==> src/rtl/rff_pkg.sv <==
// ----------------------------------------------------------------------------
// rff_pkg
// Shared constants, types and register codes for the reflection fade factor
// pipeline.
// ----------------------------------------------------------------------------
package rff_pkg;

    localparam int FRAC_BITS  = 14;
    localparam int VAL_W      = FRAC_BITS + 1;
    localparam int FIELD_W    = 16;
    localparam int WIDE_W     = FIELD_W + 2;
    localparam int CFG_W      = 15;
    localparam int EPS_W      = 12;
    localparam int IDX_W      = 2;
    localparam int NUM_LANES  = 4;
    localparam int IN_DATA_W  = 4 * FIELD_W;
    localparam int OUT_DATA_W = ((VAL_W + 7) / 8) * 8;

    localparam int LANE_U    = 0;
    localparam int LANE_V    = 1;
    localparam int LANE_DIST = 2;
    localparam int LANE_BACK = 3;

    localparam logic [VAL_W-1:0] ONE       = {1'b1, {FRAC_BITS{1'b0}}};
    localparam logic [VAL_W-1:0] HALF      = ONE >> 1;
    localparam logic [VAL_W-1:0] QUARTER   = ONE >> 2;
    localparam logic [VAL_W:0]   THREE_ONE = {2'b11, {FRAC_BITS{1'b0}}};

    localparam logic [IDX_W-1:0] REG_EDGE_BORDER   = IDX_W'(0);
    localparam logic [IDX_W-1:0] REG_DIST_FRACTION = IDX_W'(1);
    localparam logic [IDX_W-1:0] REG_BACK_EPS      = IDX_W'(2);

    localparam logic [CFG_W-1:0] EDGE_BORDER_RST   = CFG_W'(1638);
    localparam logic [CFG_W-1:0] DIST_FRACTION_RST = CFG_W'(3277);
    localparam logic [EPS_W-1:0] BACK_EPS_RST      = EPS_W'(164);

    typedef logic [VAL_W-1:0] ufix_t;

    typedef struct packed {
        ufix_t                rem;
        ufix_t                den;
        logic [FRAC_BITS-1:0] quo;
        logic                 sat;
    } div_lane_t;

    typedef div_lane_t [NUM_LANES-1:0] div_set_t;
    typedef ufix_t [NUM_LANES-1:0] fade_set_t;

    typedef struct packed {
        logic [CFG_W-1:0] edge_border;
        logic [CFG_W-1:0] dist_fraction;
        logic [EPS_W-1:0] back_eps;
    } cfg_t;

    typedef struct packed {
        logic signed [FIELD_W-1:0] hit_u;
        logic signed [FIELD_W-1:0] hit_v;
        logic signed [FIELD_W-1:0] march_fraction;
        logic signed [FIELD_W-1:0] reflect_z;
    } pixel_t;

endpackage

==> src/rtl/rff_smooth.sv <==
// ----------------------------------------------------------------------------
// rff_smooth
// Two-stage smoothstep on the band positions of all four lanes.
// ----------------------------------------------------------------------------
module rff_smooth (
    input  logic               clk,
    input  logic               rst_n,
    input  logic               en,
    input  logic               in_valid,
    input  rff_pkg::div_set_t  in_lanes,
    output logic               out_valid,
    output rff_pkg::fade_set_t out_fade
);

    localparam int N = rff_pkg::NUM_LANES;
    localparam int F = rff_pkg::FRAC_BITS;
    localparam int W = rff_pkg::VAL_W;

    logic                          a_valid_reg;
    logic                          b_valid_reg;
    rff_pkg::ufix_t [N-1:0]        t_lane;
    logic [N-1:0][2*W-1:0]         sq_full;
    rff_pkg::ufix_t [N-1:0]        sq_next;
    rff_pkg::ufix_t [N-1:0]        sq_reg;
    logic [N-1:0][W:0]             slope_next;
    logic [N-1:0][W:0]             slope_reg;
    logic [N-1:0][2*W:0]           prod;
    rff_pkg::fade_set_t            fade_next;
    rff_pkg::fade_set_t            fade_reg;

    always_comb
    begin
        for (int i = 0; i < N; i++)
        begin
            t_lane[i]     = in_lanes[i].sat ? rff_pkg::ONE : {1'b0, in_lanes[i].quo};
            sq_full[i]    = {{W{1'b0}}, t_lane[i]} * {{W{1'b0}}, t_lane[i]};
            sq_next[i]    = sq_full[i][F +: W];
            slope_next[i] = rff_pkg::THREE_ONE - {t_lane[i], 1'b0};
            prod[i]       = {{(W+1){1'b0}}, sq_reg[i]} * {{W{1'b0}}, slope_reg[i]};
            fade_next[i]  = prod[i][F +: W];
        end
    end

    always_ff @(posedge clk or negedge rst_n)
    begin
        if (!rst_n)
        begin
            a_valid_reg <= 1'b0;
            b_valid_reg <= 1'b0;
        end
        else if (en)
        begin
            a_valid_reg <= in_valid;
            b_valid_reg <= a_valid_reg;
        end
    end

    always_ff @(posedge clk)
    begin
        if (en)
        begin
            sq_reg    <= sq_next;
            slope_reg <= slope_next;
            fade_reg  <= fade_next;
        end
    end

    assign out_valid = b_valid_reg;
    assign out_fade  = fade_reg;

endmodule

==> config.mk <==
export PLATFORM = sky130hd
export DESIGN_NAME = rff_smooth
export DESIGN_NICKNAME = d
export VERILOG_FILES = /design/src/rtl/rff_pkg.sv /design/src/rtl/rff_smooth.sv
export SDC_FILE = /design/constraint.sdc
export NUM_CORES = 2
export LEC_CHECK = 0
export ABC_AREA = 1
export BUFFER_PORTS_ARGS = -buffer_cell sky130_fd_sc_hd__buf_2
export CORE_MARGIN = 1.5
export CORE_UTILIZATION = 60
export DETAILED_ROUTE_END_ITERATION = 10
export HOLD_SLACK_MARGIN = 0.1
export PLACE_DENSITY = 0.78
export SYNTH_ARGS = -nofsm -noshare
export SYNTH_HDL_FRONTEND = slang
export SYNTH_SLANG_ARGS = --single-unit
==> constraint.sdc <==
create_clock -name clk -period 7.1 [get_ports clk]
set_clock_uncertainty 0.05 [all_clocks]
set_input_delay 0 -clock clk [delete_from_list [all_inputs] [get_ports clk]]
set_output_delay 0 -clock clk [all_outputs]
set_load 0.02 [all_outputs]
; ---- After elaboration in Yosys (flattened, before gate mapping)
; Index checks and enable logic that the tools add are counted.
[totals]
regBits = 186
latch_bits = 0
mem_bits_rw = 0
rom_bits = 0
n_memories = 0
in_bits = 184
output_inout_bits = 61
[classes]
bitwise = 0
n_reduce_logical = 0
div = 0
multipliers = 8
addsub = 4
n_shift = 0
n_eq_ne = 0
magnitude_cmp = 0
muxes = 4
[ops]
columns = op, n
row1 = $mul A15 B15 Y29, 4
row2 = $mul A15 B16 Y29, 4
row3 = $sub A16 B16 Y16 const A, 4
row4 = $mux W15, 4

; ---- Longest topological paths before layout
[logic_depth]
depth_word = 2
mapped_depth = 28
ltp_nobuf = 27

; ---- Worst setup path after synthesis
; OpenSTA, ideal clock, no wires.
[synth_path]
path_type = input to register
startpoint = input port in_lanes[135] (netlist bit)
endpoint = register sq_reg[58] (netlist bit) (data pin)
stages = 22
arrival_ns = 5.102
setup_time_ns = 0.252
setup_slack_ns = 1.695
path_cell_list = buf_4 > nor2_1 > clkinv_1 > nor2_1 > inv_1 > fa_1 > fa_1 > inv_1 > fa_1 > fa_1 > fa_1 > inv_1 > fa_1 > inv_1 > ha_1 > nand2_1 > nor2_1 > inv_1 > nor4_1 > nand2_1 > nand3_1 > nand2_1
[synth_rtl]
columns = item, line_no
row1 = "start, declared", rff_smooth.sv:10  ; input rff_pkg::div_set_t in_lanes,
row2 = "end signal, assigned", rff_smooth.sv:62  ; sq_reg <= sq_next;
row3 = "end, declared", rff_smooth.sv:24  ; rff_pkg::ufix_t [N-1:0] sq_reg;

==> results.tsv <==
metric	value	unit
status	finished, final reports clean	
leading post-synthesis cells by cell area	fa_1 39%, inv_1 14%, ha_1 13%	
Initial Utilization	0.6059	
clock buffer depth	2	
Cell Rows	117	
crit end category	flip-flop	
CORE AREA	102000	sq um
die height	324	microns
EDFF count, synth	180	
top-count cell post-synth	inv_1	
Initial DRT Pass Iterations	6	
drt via density	5.281	
drc violations	0	
Clock transition at path regs	0.07	ns
Max Slew Vio Count	0	
clock latency on the worst-skew pair	0.51	ns
die outline width	324	microns
GPL Wtd Cong	0.9535	
max-cap viol count	0	
IO buf count	124	
FF-to-FF setup slack	1.16	ns
Area growth syn-to-layout	4.865	%
Max FO, Critical Path	10	
max incr delay on CP	0.53	ns
synthesized area	61820	sq um
Fin. Hold Viols	0	
drt wl/cell	15.96	microns
CP arrival	6.16	ns
share of layout cells above drive strength 1	0.02774	
global-route usage over all layers	0.2992	
DR vias	49311	
post-route ant nets	0	
hold depth	4	
final instance area	64830	sq um
post-CTS setup buffer count	0	
Hold EP	slope_reg[10]	
Async S/R FF share, synth	0.01099	
cell count of the worst reg-to-reg path	19	
Post-Synthesis Cells	7844	
placed instance area	63960	sq um
period utilisation layout	0.8386	
R2R Path End	out_fade[14]	
Num CTS Buffers	17	
CTS tree	done	
antenna violations before repair	3	
FF+latch count, synth	182	
final-stage net count	10004	
DRT iter0 DRCs	3406	
slew of the pin with the lowest slew margin	0.9861	ns
slowest stage cell, crit path	fa_1	
Top FF cell, synth	edfxtp_1	
final core occ	0.6354	
IO Pins	245	
largest net degree at the start of global routing	111	
H-Tree Depth	4	
CP Launch Type	primary input	
first-pass GRT wire length	252.2	mm
grt total ovfl	0	
top cells by count, synth	2365 x inv_1, 1808 x nand2_1, 1201 x fa_1	
relative slew slack	0.3426	
CP required	7.31	ns
Syn. warnings	0	
Root Buffer	clkbuf_16	
min Tclk post-route	5.954	ns
Reg-to-Reg Start	slope_reg[6]	
Total Wirelength	149.1	mm
vias in the first global route	53290	
RSZ-0062 raised after global routing	no	
area leader, netlist	fa_1	
Final HPWL DP	125.8	mm
die area	105000	sq um
number of gates resized after CTS	0	
synthesized area per cell	7.882	sq um
FMAX	168.0	MHz
clk sinks	182	
sequential area share after synthesis	0.08824	
setup violators final	0	
hold_buf cts	25	
class of the worst hold path	primary input to flip-flop	
setup tns final	0	ns
Synth cell types	43	
area share of the largest cell type after synthesis	0.3889	
critical path class	primary input to flip-flop	
hold_sp	in_lanes[10]	
[cells in the final DEF, fill, tap and decap left out, types with 5 or more instances in the layout]
master | netlist | final
inv_1 | 2365 | 2365
nand2_1 | 1808 | 1808
fa_1 | 1201 | 1201
ha_1 | 664 | 664
nor2_1 | 508 | 508
a21oi_1 | 219 | 219
nand3_1 | 197 | 197
edfxtp_1 | 180 | 180
buf_2 | 6 | 123
xor2_1 | 108 | 108
o21ai_0 | 103 | 103
conb_1 | 2 | 77
nand4_1 | 63 | 63
nor3_1 | 63 | 63
o21bai_1 | 42 | 42
xnor2_1 | 40 | 40
dlygate4sd3_1 | 0 | 25
a21o_1 | 19 | 19
nor2_2 | 17 | 17
clkbuf_16 | 0 | 17
o21a_1 | 15 | 15
nor4_1 | 13 | 13
clkinv_1 | 12 | 12
buf_4 | 3 | 12
inv_2 | 8 | 8
nand2_2 | 7 | 7
a21boi_0 | 7 | 7
nand3b_1 | 5 | 5
nor3_2 | 5 | 5
[area by class of cell]
class	instances	area (sq um)
inverters	2385	8952
multi-input cells	5208	47120
flip-flops and latches	182	5455
clock buffers	18	429.2
diodes	1	2.502
repair buffers	161	969.7
well taps	1368	1712
fillers	8784	37200
clock inverters	14	187.7
[cells by family (layout without fill, tap and decap cells)]
logic type      Yosys count  after routing  share of synthesized area
fa+ha+maj              1865           1865                     0.5233
flops                   182            182                    0.08824
simple gates           2700           2700                     0.1757
compound gates          418            418                    0.03764
xor+xnor                148            148                    0.02097
buf+inv                2529           2578                     0.1541
other cells               2             78                  0.0001215
[routing by layer]
metal  GRT usage  share of wire  up-vias
met2      0.5256           0.49     1834
met3     0.02991          0.064      405
met1      0.3833           0.41    24084
met5           0        0.00014        -
met4      0.1099          0.036        4
li1            -              -    22984
[worst max path at each step]
| stage | start | end | slack [ns] | depth (start not counted) |
|---|---|---|---|---|
| after floorplan | in_lanes[135] | sq_reg[58] | 1.70 | 22 |
| after global placement | in_lanes[0] | sq_reg[14] | 0.98 | 22 |
| after detailed placement | in_lanes[0] | sq_reg[14] | 0.95 | 22 |
| after CTS | slope_reg[6] | out_fade[14] | 1.21 | 19 |
| after global routing | in_lanes[104] | sq_reg[35] | 0.74 | 26 |
| final | in_lanes[104] | sq_reg[35] | 1.15 | 26 |
[through the flow]
step / std cells / setup WS [ns] / hold WS (ns)
6_report: 9337 / 1.146 / 0.1351
5_1_grt: 9337 / 0.7443 / 0.1449
4_1_cts: 9336 / 1.207 / 0.1074
3_5_place_dp: 9279 / 0.9465 / -0.2649
3_3_place_gp: 9279 / 0.9812 / -0.2657
2_1_floorplan: 7919 / 1.695 / -0.3456
[worst max-delay path: cells and delay by family]
kind	cells	cell delay [ns]
fa+ha+maj	7	3.27
buf+inv	9	1.47
simple gates	10	1.42
Power is left out: the tool's default activity adds up to more than one toggle a clock period on the data nets, which glitch-free logic cannot reach.
