===== config.mk =====
export PLATFORM = sky130hd
export DESIGN_NAME = rff_combine
export DESIGN_NICKNAME = d
export VERILOG_FILES = /design/src/rtl/rff_pkg.sv /design/src/rtl/rff_combine.sv
export SDC_FILE = /design/constraint.sdc
export NUM_CORES = 1
export LEC_CHECK = 0
export BUFFER_PORTS_ARGS = -buffer_cell sky130_fd_sc_hd__clkbuf_2
export CORE_MARGIN = 3
export CORE_UTILIZATION = 60
export DETAILED_ROUTE_END_ITERATION = 10
export HOLD_SLACK_MARGIN = 0.02
export PLACE_DENSITY = 0.79
export SYNTH_ARGS = -nofsm -noshare
export SYNTH_HDL_FRONTEND = slang
export SYNTH_SLANG_ARGS = --single-unit

===== constraint.sdc =====
create_clock -name clk -period 7.59 [get_ports clk]
set_input_delay 0.3795 -clock clk [delete_from_list [all_inputs] [get_ports clk]]
set_output_delay 0.3795 -clock clk [all_outputs]
set_load 0.005 [all_outputs]

===== src/rtl/rff_pkg.sv =====
// ----------------------------------------------------------------------------
// rff_pkg
// Shared constants, types and register codes for the reflection fade factor
// pipeline.
// ----------------------------------------------------------------------------
package rff_pkg;

    localparam int FRAC_BITS  = 14;
    localparam int VAL_W      = FRAC_BITS + 1;
    localparam int FIELD_W    = 16;
    localparam int WIDE_W     = FIELD_W + 2;
    localparam int CFG_W      = 15;
    localparam int EPS_W      = 12;
    localparam int IDX_W      = 2;
    localparam int NUM_LANES  = 4;
    localparam int IN_DATA_W  = 4 * FIELD_W;
    localparam int OUT_DATA_W = ((VAL_W + 7) / 8) * 8;

    localparam int LANE_U    = 0;
    localparam int LANE_V    = 1;
    localparam int LANE_DIST = 2;
    localparam int LANE_BACK = 3;

    localparam logic [VAL_W-1:0] ONE       = {1'b1, {FRAC_BITS{1'b0}}};
    localparam logic [VAL_W-1:0] HALF      = ONE >> 1;
    localparam logic [VAL_W-1:0] QUARTER   = ONE >> 2;
    localparam logic [VAL_W:0]   THREE_ONE = {2'b11, {FRAC_BITS{1'b0}}};

    localparam logic [IDX_W-1:0] REG_EDGE_BORDER   = IDX_W'(0);
    localparam logic [IDX_W-1:0] REG_DIST_FRACTION = IDX_W'(1);
    localparam logic [IDX_W-1:0] REG_BACK_EPS      = IDX_W'(2);

    localparam logic [CFG_W-1:0] EDGE_BORDER_RST   = CFG_W'(1638);
    localparam logic [CFG_W-1:0] DIST_FRACTION_RST = CFG_W'(3277);
    localparam logic [EPS_W-1:0] BACK_EPS_RST      = EPS_W'(164);

    typedef logic [VAL_W-1:0] ufix_t;

    typedef struct packed {
        ufix_t                rem;
        ufix_t                den;
        logic [FRAC_BITS-1:0] quo;
        logic                 sat;
    } div_lane_t;

    typedef div_lane_t [NUM_LANES-1:0] div_set_t;
    typedef ufix_t [NUM_LANES-1:0] fade_set_t;

    typedef struct packed {
        logic [CFG_W-1:0] edge_border;
        logic [CFG_W-1:0] dist_fraction;
        logic [EPS_W-1:0] back_eps;
    } cfg_t;

    typedef struct packed {
        logic signed [FIELD_W-1:0] hit_u;
        logic signed [FIELD_W-1:0] hit_v;
        logic signed [FIELD_W-1:0] march_fraction;
        logic signed [FIELD_W-1:0] reflect_z;
    } pixel_t;

endpackage


===== src/rtl/rff_combine.sv =====
// ----------------------------------------------------------------------------
// rff_combine
// Combines the edge, distance and backface fades into the weight and holds
// the result register; also produces the pipeline advance enable.
// ----------------------------------------------------------------------------
module rff_combine (
    input  logic               clk,
    input  logic               rst_n,
    input  logic               in_valid,
    input  rff_pkg::fade_set_t in_fade,
    input  logic               m_tready,
    output logic               en,
    output logic               m_tvalid,
    output rff_pkg::ufix_t     weight
);

    localparam int F = rff_pkg::FRAC_BITS;
    localparam int W = rff_pkg::VAL_W;

    logic             c_valid_reg;
    logic             d_valid_reg;
    logic             out_valid_reg;
    rff_pkg::ufix_t   e_next;
    rff_pkg::ufix_t   e_reg;
    rff_pkg::ufix_t   d_next;
    rff_pkg::ufix_t   d_reg;
    rff_pkg::ufix_t   b_reg;
    logic [2*W-1:0]   ed_full;
    rff_pkg::ufix_t   ed_reg;
    rff_pkg::ufix_t   bd_reg;
    logic [2*W-1:0]   w_full;
    rff_pkg::ufix_t   weight_next;
    rff_pkg::ufix_t   weight_reg;
    logic             load;

    assign en   = !d_valid_reg || !out_valid_reg || m_tready;
    assign load = d_valid_reg && (!out_valid_reg || m_tready);

    always_comb
    begin
        e_next = (in_fade[rff_pkg::LANE_U] < in_fade[rff_pkg::LANE_V]) ?
                 in_fade[rff_pkg::LANE_U] : in_fade[rff_pkg::LANE_V];
        d_next      = rff_pkg::ONE - in_fade[rff_pkg::LANE_DIST];
        ed_full     = {{W{1'b0}}, e_reg} * {{W{1'b0}}, d_reg};
        w_full      = {{W{1'b0}}, ed_reg} * {{W{1'b0}}, bd_reg};
        weight_next = w_full[F +: W];
    end

    always_ff @(posedge clk or negedge rst_n)
    begin
        if (!rst_n)
        begin
            c_valid_reg   <= 1'b0;
            d_valid_reg   <= 1'b0;
            out_valid_reg <= 1'b0;
        end
        else
        begin
            if (en)
            begin
                c_valid_reg <= in_valid;
                d_valid_reg <= c_valid_reg;
            end
            if (load)
            begin
                out_valid_reg <= 1'b1;
            end
            else if (m_tready)
            begin
                out_valid_reg <= 1'b0;
            end
        end
    end

    always_ff @(posedge clk)
    begin
        if (en)
        begin
            e_reg  <= e_next;
            d_reg  <= d_next;
            b_reg  <= in_fade[rff_pkg::LANE_BACK];
            ed_reg <= ed_full[F +: W];
            bd_reg <= b_reg;
        end
        if (load)
        begin
            weight_reg <= weight_next;
        end
    end

    assign m_tvalid = out_valid_reg;
    assign weight   = weight_reg;

`ifndef ASSERT_OFF
    a_weight_in_range: assert property (@(posedge clk) disable iff (!rst_n)
        out_valid_reg |-> (weight_reg <= rff_pkg::ONE))
        else $error("fade weight above one");

    a_factors_in_range: assert property (@(posedge clk) disable iff (!rst_n)
        c_valid_reg |-> (e_reg <= rff_pkg::ONE) && (d_reg <= rff_pkg::ONE) &&
                        (b_reg <= rff_pkg::ONE))
        else $error("fade factor above one");

    a_last_stage_held: assert property (@(posedge clk) disable iff (!rst_n)
        (d_valid_reg && out_valid_reg && !m_tready) |=> d_valid_reg)
        else $error("pending request dropped while output stalled");
`endif

endmodule


* Yosys cells after proc, flatten, opt, wreduce, memory -nomap -nowiden
Index checks and enable logic that the tools add are counted.
** Cells by class
- Add/subtract/negate cells :: 1
- Multiply operators :: 2
- Order comparisons :: 1
- Multiplexer cells :: 3
- Reductions and logical operators :: 7
** Operators by type and width (count)
- multiplier 15 x 15 -> 29 bit :: 2
- < comparator 15 bit :: 1
- two-way mux 15 bit :: 1
- subtractor 15 bit, first input constant :: 1
- logical OR 1 bit :: 3
- zero test 1 bit :: 2
- two-way mux 1 bit :: 2
- nonzero test 2 bit :: 1
- logical AND 1 bit :: 1
** Storage, ports and cells
- Register bits :: 93
- Input port bits :: 64
- Output and inout bits :: 17
- Word-level logic and storage cells :: 23

* Depth between registers and ports, before layout
Gate-level depths: netlist of run 1.
- Depth after elaboration :: 4
- Mapped depth :: 22
- Mapped depth without buffers :: 21

* Least setup slack after synthesis of run 1
Ideal clock, no wire load.
- Path type :: reg2reg
- From :: register e_reg[10]
- To :: register ed_reg[7] (data pin)
- Library setup time :: 0.259 ns
- Arrival :: 5.736 ns
- Data required time :: 7.331 ns
- Path slack :: 1.595 ns
- Cell stages (with the launch flop) :: 22
- Path buffers :: 1
- Clock period less this slack :: 5.995 ns
- Cell sequence :: edfxtp_1 -> clkbuf_1 -> and2_1 -> fa_1 -> inv_1 -> fa_1 -> inv_1 -> fa_1 -> inv_1 -> fa_1 -> inv_1 -> fa_1 -> inv_1 -> fa_1 -> inv_1 -> ha_1 -> a21o_1 -> a22o_1 -> o21a_1 -> o2111a_1 -> o311a_1 -> o31a_1
** On the way
- Word-level cells in the longest chain between the ends :: 1
** RTL lines
- from (decl) :: line rff_combine.sv:24 : rff_pkg::ufix_t e_reg;
- from (signal assigned) :: line rff_combine.sv:79 : e_reg <= e_next;
- multiplier 15 x 15 -> 29 bit :: line rff_combine.sv:44 : ed_full = {{W{1'b0}}, e_reg} * {{W{1'b0}}, d_reg};
- via ed_full[21] :: line rff_combine.sv:28 : logic [2*W-1:0] ed_full;
- to (signal assigned) :: line rff_combine.sv:82 : ed_reg <= ed_full[F +: W];
- to (decl) :: line rff_combine.sv:29 : rff_pkg::ufix_t ed_reg;
The timed path passes the listed nets, and every way through them passes these cells.
A chain may end at the register's enable or synchronous reset.

* Worst setup path in the final report of run 1
- From :: register e_reg[12]
- To :: register ed_reg[7] (data pin)
Same word-level chain as after synthesis.

==> metrics.md, run 1 <==
| Metric | Value |
|---|---|
| CTS max path bufs | 2 |
| Crit Path Max Fanout | 15 |
| Detailed Place HPWL | 30000 µm |
| Final period util | 83.0% |
| Crit path capture type | flop |
| Hold buffers post-CTS | 1 |
| Post CTS Setup Buffer Count | 0 |
| Worst Path Required | 7690 ps |
| Placed cell count | 2205 |
| Initial antenna violation count | 0 |
| Reg clk slew, reported paths | 70 ps |
| Post-CTS sizing | 0 |
| Final Core Density | 64.7% |
| Hold Crit Class | input pin to flop |
| Die height | 178 µm |
| CP Class | flop to flop |
| Largest net degree at the start of global routing | 44 |
| Mapped Area | 17700 µm² |
| Post-route ant nets | 0 |
| Initial Utilization | 61.3% |
| Synth Instances | 1804 |
| Final setup violating endpoints | 0 |
| CTS Root Cell | clkbuf_16 |
| Nets | 2416 |
| Remaining routing DRC violations | 0 |
| Startpoint types | flop |
| Synthesis warning total | 0 |
| MaxCap Viol Count | 0 |
| Clock Sinks | 93 |
| Worst path arrival time | 6400 ps |
| Yosys cell types | 55 |
| GP Congestion | 0.898 |
| Worst Skew | 16.1 ps |
| CTS tree | done |
| Total clock buffers created by CTS | 9 |
| Max transition margin | 33.9% |
| Port Buf Inserts | 80 |
| Vias per cell | 5.41 |
| DIE AREA | 31600 µm² |
| Drt first pass iters | 5 |
| Via count of the first global-routing pass | 12898 |
| Area growth syn-to-layout | 5.54% |
| Rows | 62 |
| Io pins | 81 |
| Final Hold Fails | 0 |
| #FFs+latches synth | 93 |
| Grt total ovfl | 0 |
| Die W | 178 µm |
| Unrepaired setup endpoints after global routing | false |
| Vias | 12028 |
| Core Area | 28900 µm² |
| Layout cell share with drive strength beyond 1 | 6.47% |
| Routed len/inst | 16.2 µm |
| Max-slew violations | 0 |
| First-pass GRT wire length | 60900 µm |
| Worst Tran Pin Value | 988 ps |
| Final instance count without filler cells | 2222 |
| Fmax | 159 MHz |
| Mapped Nets | 2387 |
| Asr flop ratio synth | 3.23% |
| Setup TNS | 0 ps |
| Post-Syn Area per Cell | 9.81 µm² |
| Min cycle time layout | 6300 ps |
| Post-synthesis sequential area ratio | 15.7% |
| Clk_lat worst skew | 360 ps |
| Final WL | 36100 µm |
| Most used flip-flop cell after synthesis | edfxtp_1 |
| DR iter-0 viols | 711 |
| H-tree Lvls | 3 |
| Global Route Usage Sum | 24.3% |
| Diode count | 0 |
| Post-synth EDFFs | 90 |
| Status | completed |
layer usage:
layer / part of all wire, % / GRT usage, % / routed length, µm / vias up
met5: 0 / 0 / 0 / -
met4: 3.2 / 8.31 / 1140 / 0
met1: 40 / 30.1 / 14500 / 6080
met3: 4.8 / 2.95 / 1730 / 78
met2: 52 / 44.1 / 18800 / 329
li1: - / - / - / 5541
critical path, cell delays in order (launching register included):
cell and delay (ps):
edfxtp_1 630, and2_1 300, fa_1 540, inv_1 60, fa_1 550, inv_1 60
fa_1 490, fa_1 510, fa_1 490, inv_1 50, fa_1 470, inv_1 40
ha_1 280, a21o_1 170, a22o_1 230, o21a_1 220, o2111a_1 310, o311a_1 390
o31a_1 240
Yosys cell counts, types with 4 or more instances:
master / number / area, µm²
a211oi_1: 6 / 45.0
a21oi_1: 23 / 115
o21a_1: 5 / 37.5
xnor2_1: 30 / 263
clkbuf_1: 63 / 236
ha_1: 189 / 2360
nand2_1: 209 / 785
nand2b_1: 6 / 37.5
fa_1: 330 / 6610
nor3_1: 19 / 95.1
nor2_1: 30 / 113
o211ai_1: 5 / 37.5
a21o_1: 21 / 158
and2_1: 256 / 1600
nor4_1: 4 / 25.0
nand3_1: 12 / 60.1
or3_1: 6 / 37.5
edfxtp_1: 90 / 2700
and3_1: 5 / 31.3
xor2_1: 14 / 123
inv_1: 403 / 1510
o21ai_0: 9 / 45.0
mux2_2: 14 / 158
nand4_1: 9 / 56.3
worst paths after layout:
check	start	endpoint	slack (ps)	cells past startpoint
max reg2reg	e_reg[12]	ed_reg[7]	1290	18
min reg2reg	b_reg[9]	bd_reg[9]	420	0
max	e_reg[12]	ed_reg[7]	1290	18
min	in_fade[59]	b_reg[14]	200	1
max in group asynchronous	rst_n	m_tvalid	7140	2
min in group asynchronous	rst_n	c_valid_reg	340	2
stage by stage:
stage               setup WS, ps  cell area (µm²)  hold WS (ps)
floorplan                   1600            17700          83.9
global placement            1370            18300           176
detailed placement          1300            18300           180
CTS                         1280            18700           183
global route                1040            18700           179
finish                      1290            18700           196
final cells by class:
type | count | area (µm²)
Multi-Input combinational cell | 1243 | 13200
Fill cell | 2313 | 10200
Sequential cell | 93 | 2780
Inverter | 403 | 1510
Tap cell | 384 | 480
Timing Repair Buffer | 83 | 425
Clock buffer | 11 | 243
Clock inverter | 5 | 83.8
cell families after synthesis:
logic type,count (synthesis),synth area share [%]
AO/OA/AOI/OAI,97,3.92
XOR/XNOR,44,2.18
buffers and inverters,468,9.97
flip-flops,93,15.7
adder cells (fa/ha/maj),519,50.7
AND/OR/NAND/NOR,567,16.5
multiplexers,16,1.02
cell usage in the layout, fill, tap and decap left out, types with 5 or more instances in the layout:
master     netlist  final
a21oi_1         23     23
nor3_1          19     19
xnor2_1         30     30
nand4_1          9      9
fa_1           330    330
nor2_1          30     30
o21ai_0          9      9
mux2_2          14     14
o211ai_1         5      5
inv_1          403    403
clkbuf_16        0      9
ha_1           189    189
edfxtp_1        90     90
o21a_1           5      5
nand2_1        209    209
and2_1         256    256
a21o_1          21     21
clkbuf_2         0     80
xor2_1          14     14
nand2b_1         6      6
or3_1            6      6
and3_1           5      5
a211oi_1         6      6
nand3_1         12     12
Power of run 1 is not shown: default switching activity piles up to over one toggle a cycle in this logic, so the estimate is an artifact.
==> run 2: changes to the inputs <==
--- a/config.mk
+++ b/config.mk
@@ -7,10 +7,10 @@
 export LEC_CHECK = 0
 export BUFFER_PORTS_ARGS = -buffer_cell sky130_fd_sc_hd__clkbuf_2
 export CORE_MARGIN = 3
-export CORE_UTILIZATION = 60
+export CORE_UTILIZATION = 59
 export DETAILED_ROUTE_END_ITERATION = 10
 export HOLD_SLACK_MARGIN = 0.02
-export PLACE_DENSITY = 0.79
+export PLACE_DENSITY = 0.81
 export SYNTH_ARGS = -nofsm -noshare
 export SYNTH_HDL_FRONTEND = slang
 export SYNTH_SLANG_ARGS = --single-unit
==> constraint.sdc (replaced) <==
create_clock -name clk -period 5.63 [get_ports clk]
set_input_delay 0.2815 -clock clk [delete_from_list [all_inputs] [get_ports clk]]
set_output_delay 0.2815 -clock clk [all_outputs]
set_load 0.005 [all_outputs]
==> run 2 against run 1 <==
Net effect:
- the flow now finishes with violations (negative setup slack)
- die area rose by 1.6%
- worst hold slack got worse by 99 ps
- count of clock-buffer cells in the layout shrank 1
- sequential cell count stayed put
- wire length rose by 8.1%
- non-clock buffer count up 170
- critical path depth grew 2
- first-iteration DRC count down 2.5%
- critical path type unchanged
==> metrics.md, run 2 (synthesized netlist as in run 1, its figures left out) <==
| Metric | Value |
|---|---|
| Status | finished with violations |
| Violated checks | negative setup slack |
| Global Route Usage Sum | 25.4% (+1.1 points) |
| Post-route setup slack | -242 ps (-1530 ps) |
| Reg2Reg Setup Slack | -240 ps (-1530 ps) |
| Worst Path Required | 5740 ps (-1950 ps) |
| CTS Root Cell | clkbuf_16 |
| Worst path arrival time | 5980 ps (-420 ps) |
| Footprint of the multi-input gates | 13600 µm² (+3.4%) |
| Worst Skew | 17.2 ps (+1.14 ps) |
| Die W | 179 µm (+0.82%) |
| WHS | 96.7 ps (-99.1 ps) |
| CTS tree | done |
| Vias per cell | 5.32 (-1.8%) |
| Nets | 2586 (+7.0%) |
| GP Congestion | 0.924 (+2.9%) |
| Initial antenna violation count | 1 (+1) |
| Sequential Area | 2780 µm² (unchanged) |
| Total clock buffers created by CTS | 9 (unchanged) |
| Hold Startpoint | in_fade[56] |
| Crit path capture type | flop |
| Vias | 12724 (+5.8%) |
| Unrepaired setup endpoints after global routing | true |
| Io pins | 81 (unchanged) |
| Crit Path Max Fanout | 6 (-9) |
| Grt total ovfl | 0 (unchanged) |
| Initial Utilization | 60.8% (-0.49 points) |
| FF-to-FF path depth | 20 (+2) |
| Setup crit end | weight[13] |
| MaxCap Viol Count | 0 (unchanged) |
| Core Area | 29100 µm² (+0.81%) |
| Post-route ant nets | 0 (unchanged) |
| Via count of the first global-routing pass | 13763 (+6.7%) |
| Final Hold Fails | 0 (unchanged) |
| Detailed Place HPWL | 32700 µm (+9.0%) |
| Final period util | 104% (+21 points) |
| Fmax | 170 MHz (+7.3%) |
| Hold Crit Class | input pin to flop |
| Commonest non-fill, non-tap cell in the layout | inv_1 |
| Clk_lat worst skew | 360 ps (about the same) |
| Max-slew violations | 0 (unchanged) |
| First-pass GRT wire length | 64600 µm (+6.1%) |
| Layout cell share with drive strength beyond 1 | 18.2% (+12 points) |
| Min cycle time layout | 5870 ps (-426 ps) |
| Startpoint types | flop |
| Drt first pass iters | 5 (unchanged) |
| Clock Sinks | 93 (unchanged) |
| Max transition margin | 35.1% (+1.2 points) |
| Reg clk slew, reported paths | 80 ps (about the same) |
| Rows | 62 (unchanged) |
| Final WL | 39000 µm (+8.1%) |
| Worst r2r src | ed_reg[7] |
| DR iter-0 viols | 693 (-2.5%) |
| Remaining routing DRC violations | 0 (unchanged) |
| Critical Path Start | ed_reg[7] |
| Port Buf Inserts | 80 (unchanged) |
| Largest net degree at the start of global routing | 79 (+80%) |
| Die height | 179 µm (+0.82%) |
| Fillers | 2116 (-8.5%) |
| Worst Tran Pin Value | 970 ps (-17.3 ps) |
| DIE AREA | 32100 µm² (+1.6%) |
| Area growth syn-to-layout | 15.7% |
| Critical R2R Capture | weight[13] |
| H-tree Lvls | 3 (unchanged) |
| Final setup violating endpoints | 19 (+19) |
| Most frequent cells in the layout | inv_1, fa_1, and2_1, nand2_1, ha_1 |
| Routed len/inst | 16.3 µm (+0.34%) |
| CTS max path bufs | 2 (unchanged) |
| CP Class | flop to flop |
-- run 2: layout make-up --
cell class / instances / share of cell area (%)
Tap cell: 384 / 2.35
Clock buffer: 10 / 1.12
Antenna cell: 1 / 0.0122
Inverter: 403 / 7.39
Sequential cell: 93 / 13.6
Multi-Input combinational cell: 1243 / 66.4
Timing Repair Buffer: 253 / 8.94
Clock inverter: 6 / 0.226
-- run 2: how the worst min path moves through the flow --
stage | slack [ps] | end | depth (start not counted)
floorplan | -10 | c_valid_reg | 0
global placement | 80 | c_valid_reg | 1
detailed placement | 80 | d_valid_reg | 1
CTS | 90 | b_reg[11] | 1
global route | 90 | b_reg[11] | 1
finish | 100 | b_reg[11] | 1
-- run 2: repair_timing --
action                     4_1_cts  5_1_grt
setup endpoints to repair       23       27
hold buffers                     1        0
gates cloned                     0        0
buffers inserted                18        9
hold endpoints to repair         3        0
gates resized for setup         63       49
pin swaps                       50       28
-- run 2: through the flow --
stage	setup TNS (ps)	area [µm²]	worst slack [ps]	std cells	util [%]
after floorplan	-154	17800	-75.9	1804	-
after global placement	-1850	19500	-211	2348	67.0
after detailed placement	-5430	19500	-459	2348	67.0
after CTS	-1890	20200	-193	2383	69.4
after global routing	-6770	20500	-420	2393	70.4
final	-2590	20500	-242	2393	70.4
-- run 2: worst max-delay path, cell delays in order (launching register included) --
cell and delay [ps]:
edfxtp_1 520, and2_4 200, fa_1 540, inv_1 50, fa_1 490, inv_2 40, fa_1 520, inv_2 40
fa_1 530, inv_1 50, fa_2 520, fa_1 450, ha_4 250, a21oi_4 190, o22ai_4 130, nor3_4 230
a211oi_2 110, buf_4 160, o21a_4 220, a2111oi_4 310, a311oi_2 60
-- run 2: routing by layer --
layer	up-vias	track usage, %	share of wire (%)
met5	-	0	0.044
met4	2	7.86	2.6
met3	82	3.47	4.7
met2	351	46.7	52
met1	6403	31.1	41
li1	5886	-	-
Power of run 2 is left out for the same reason.
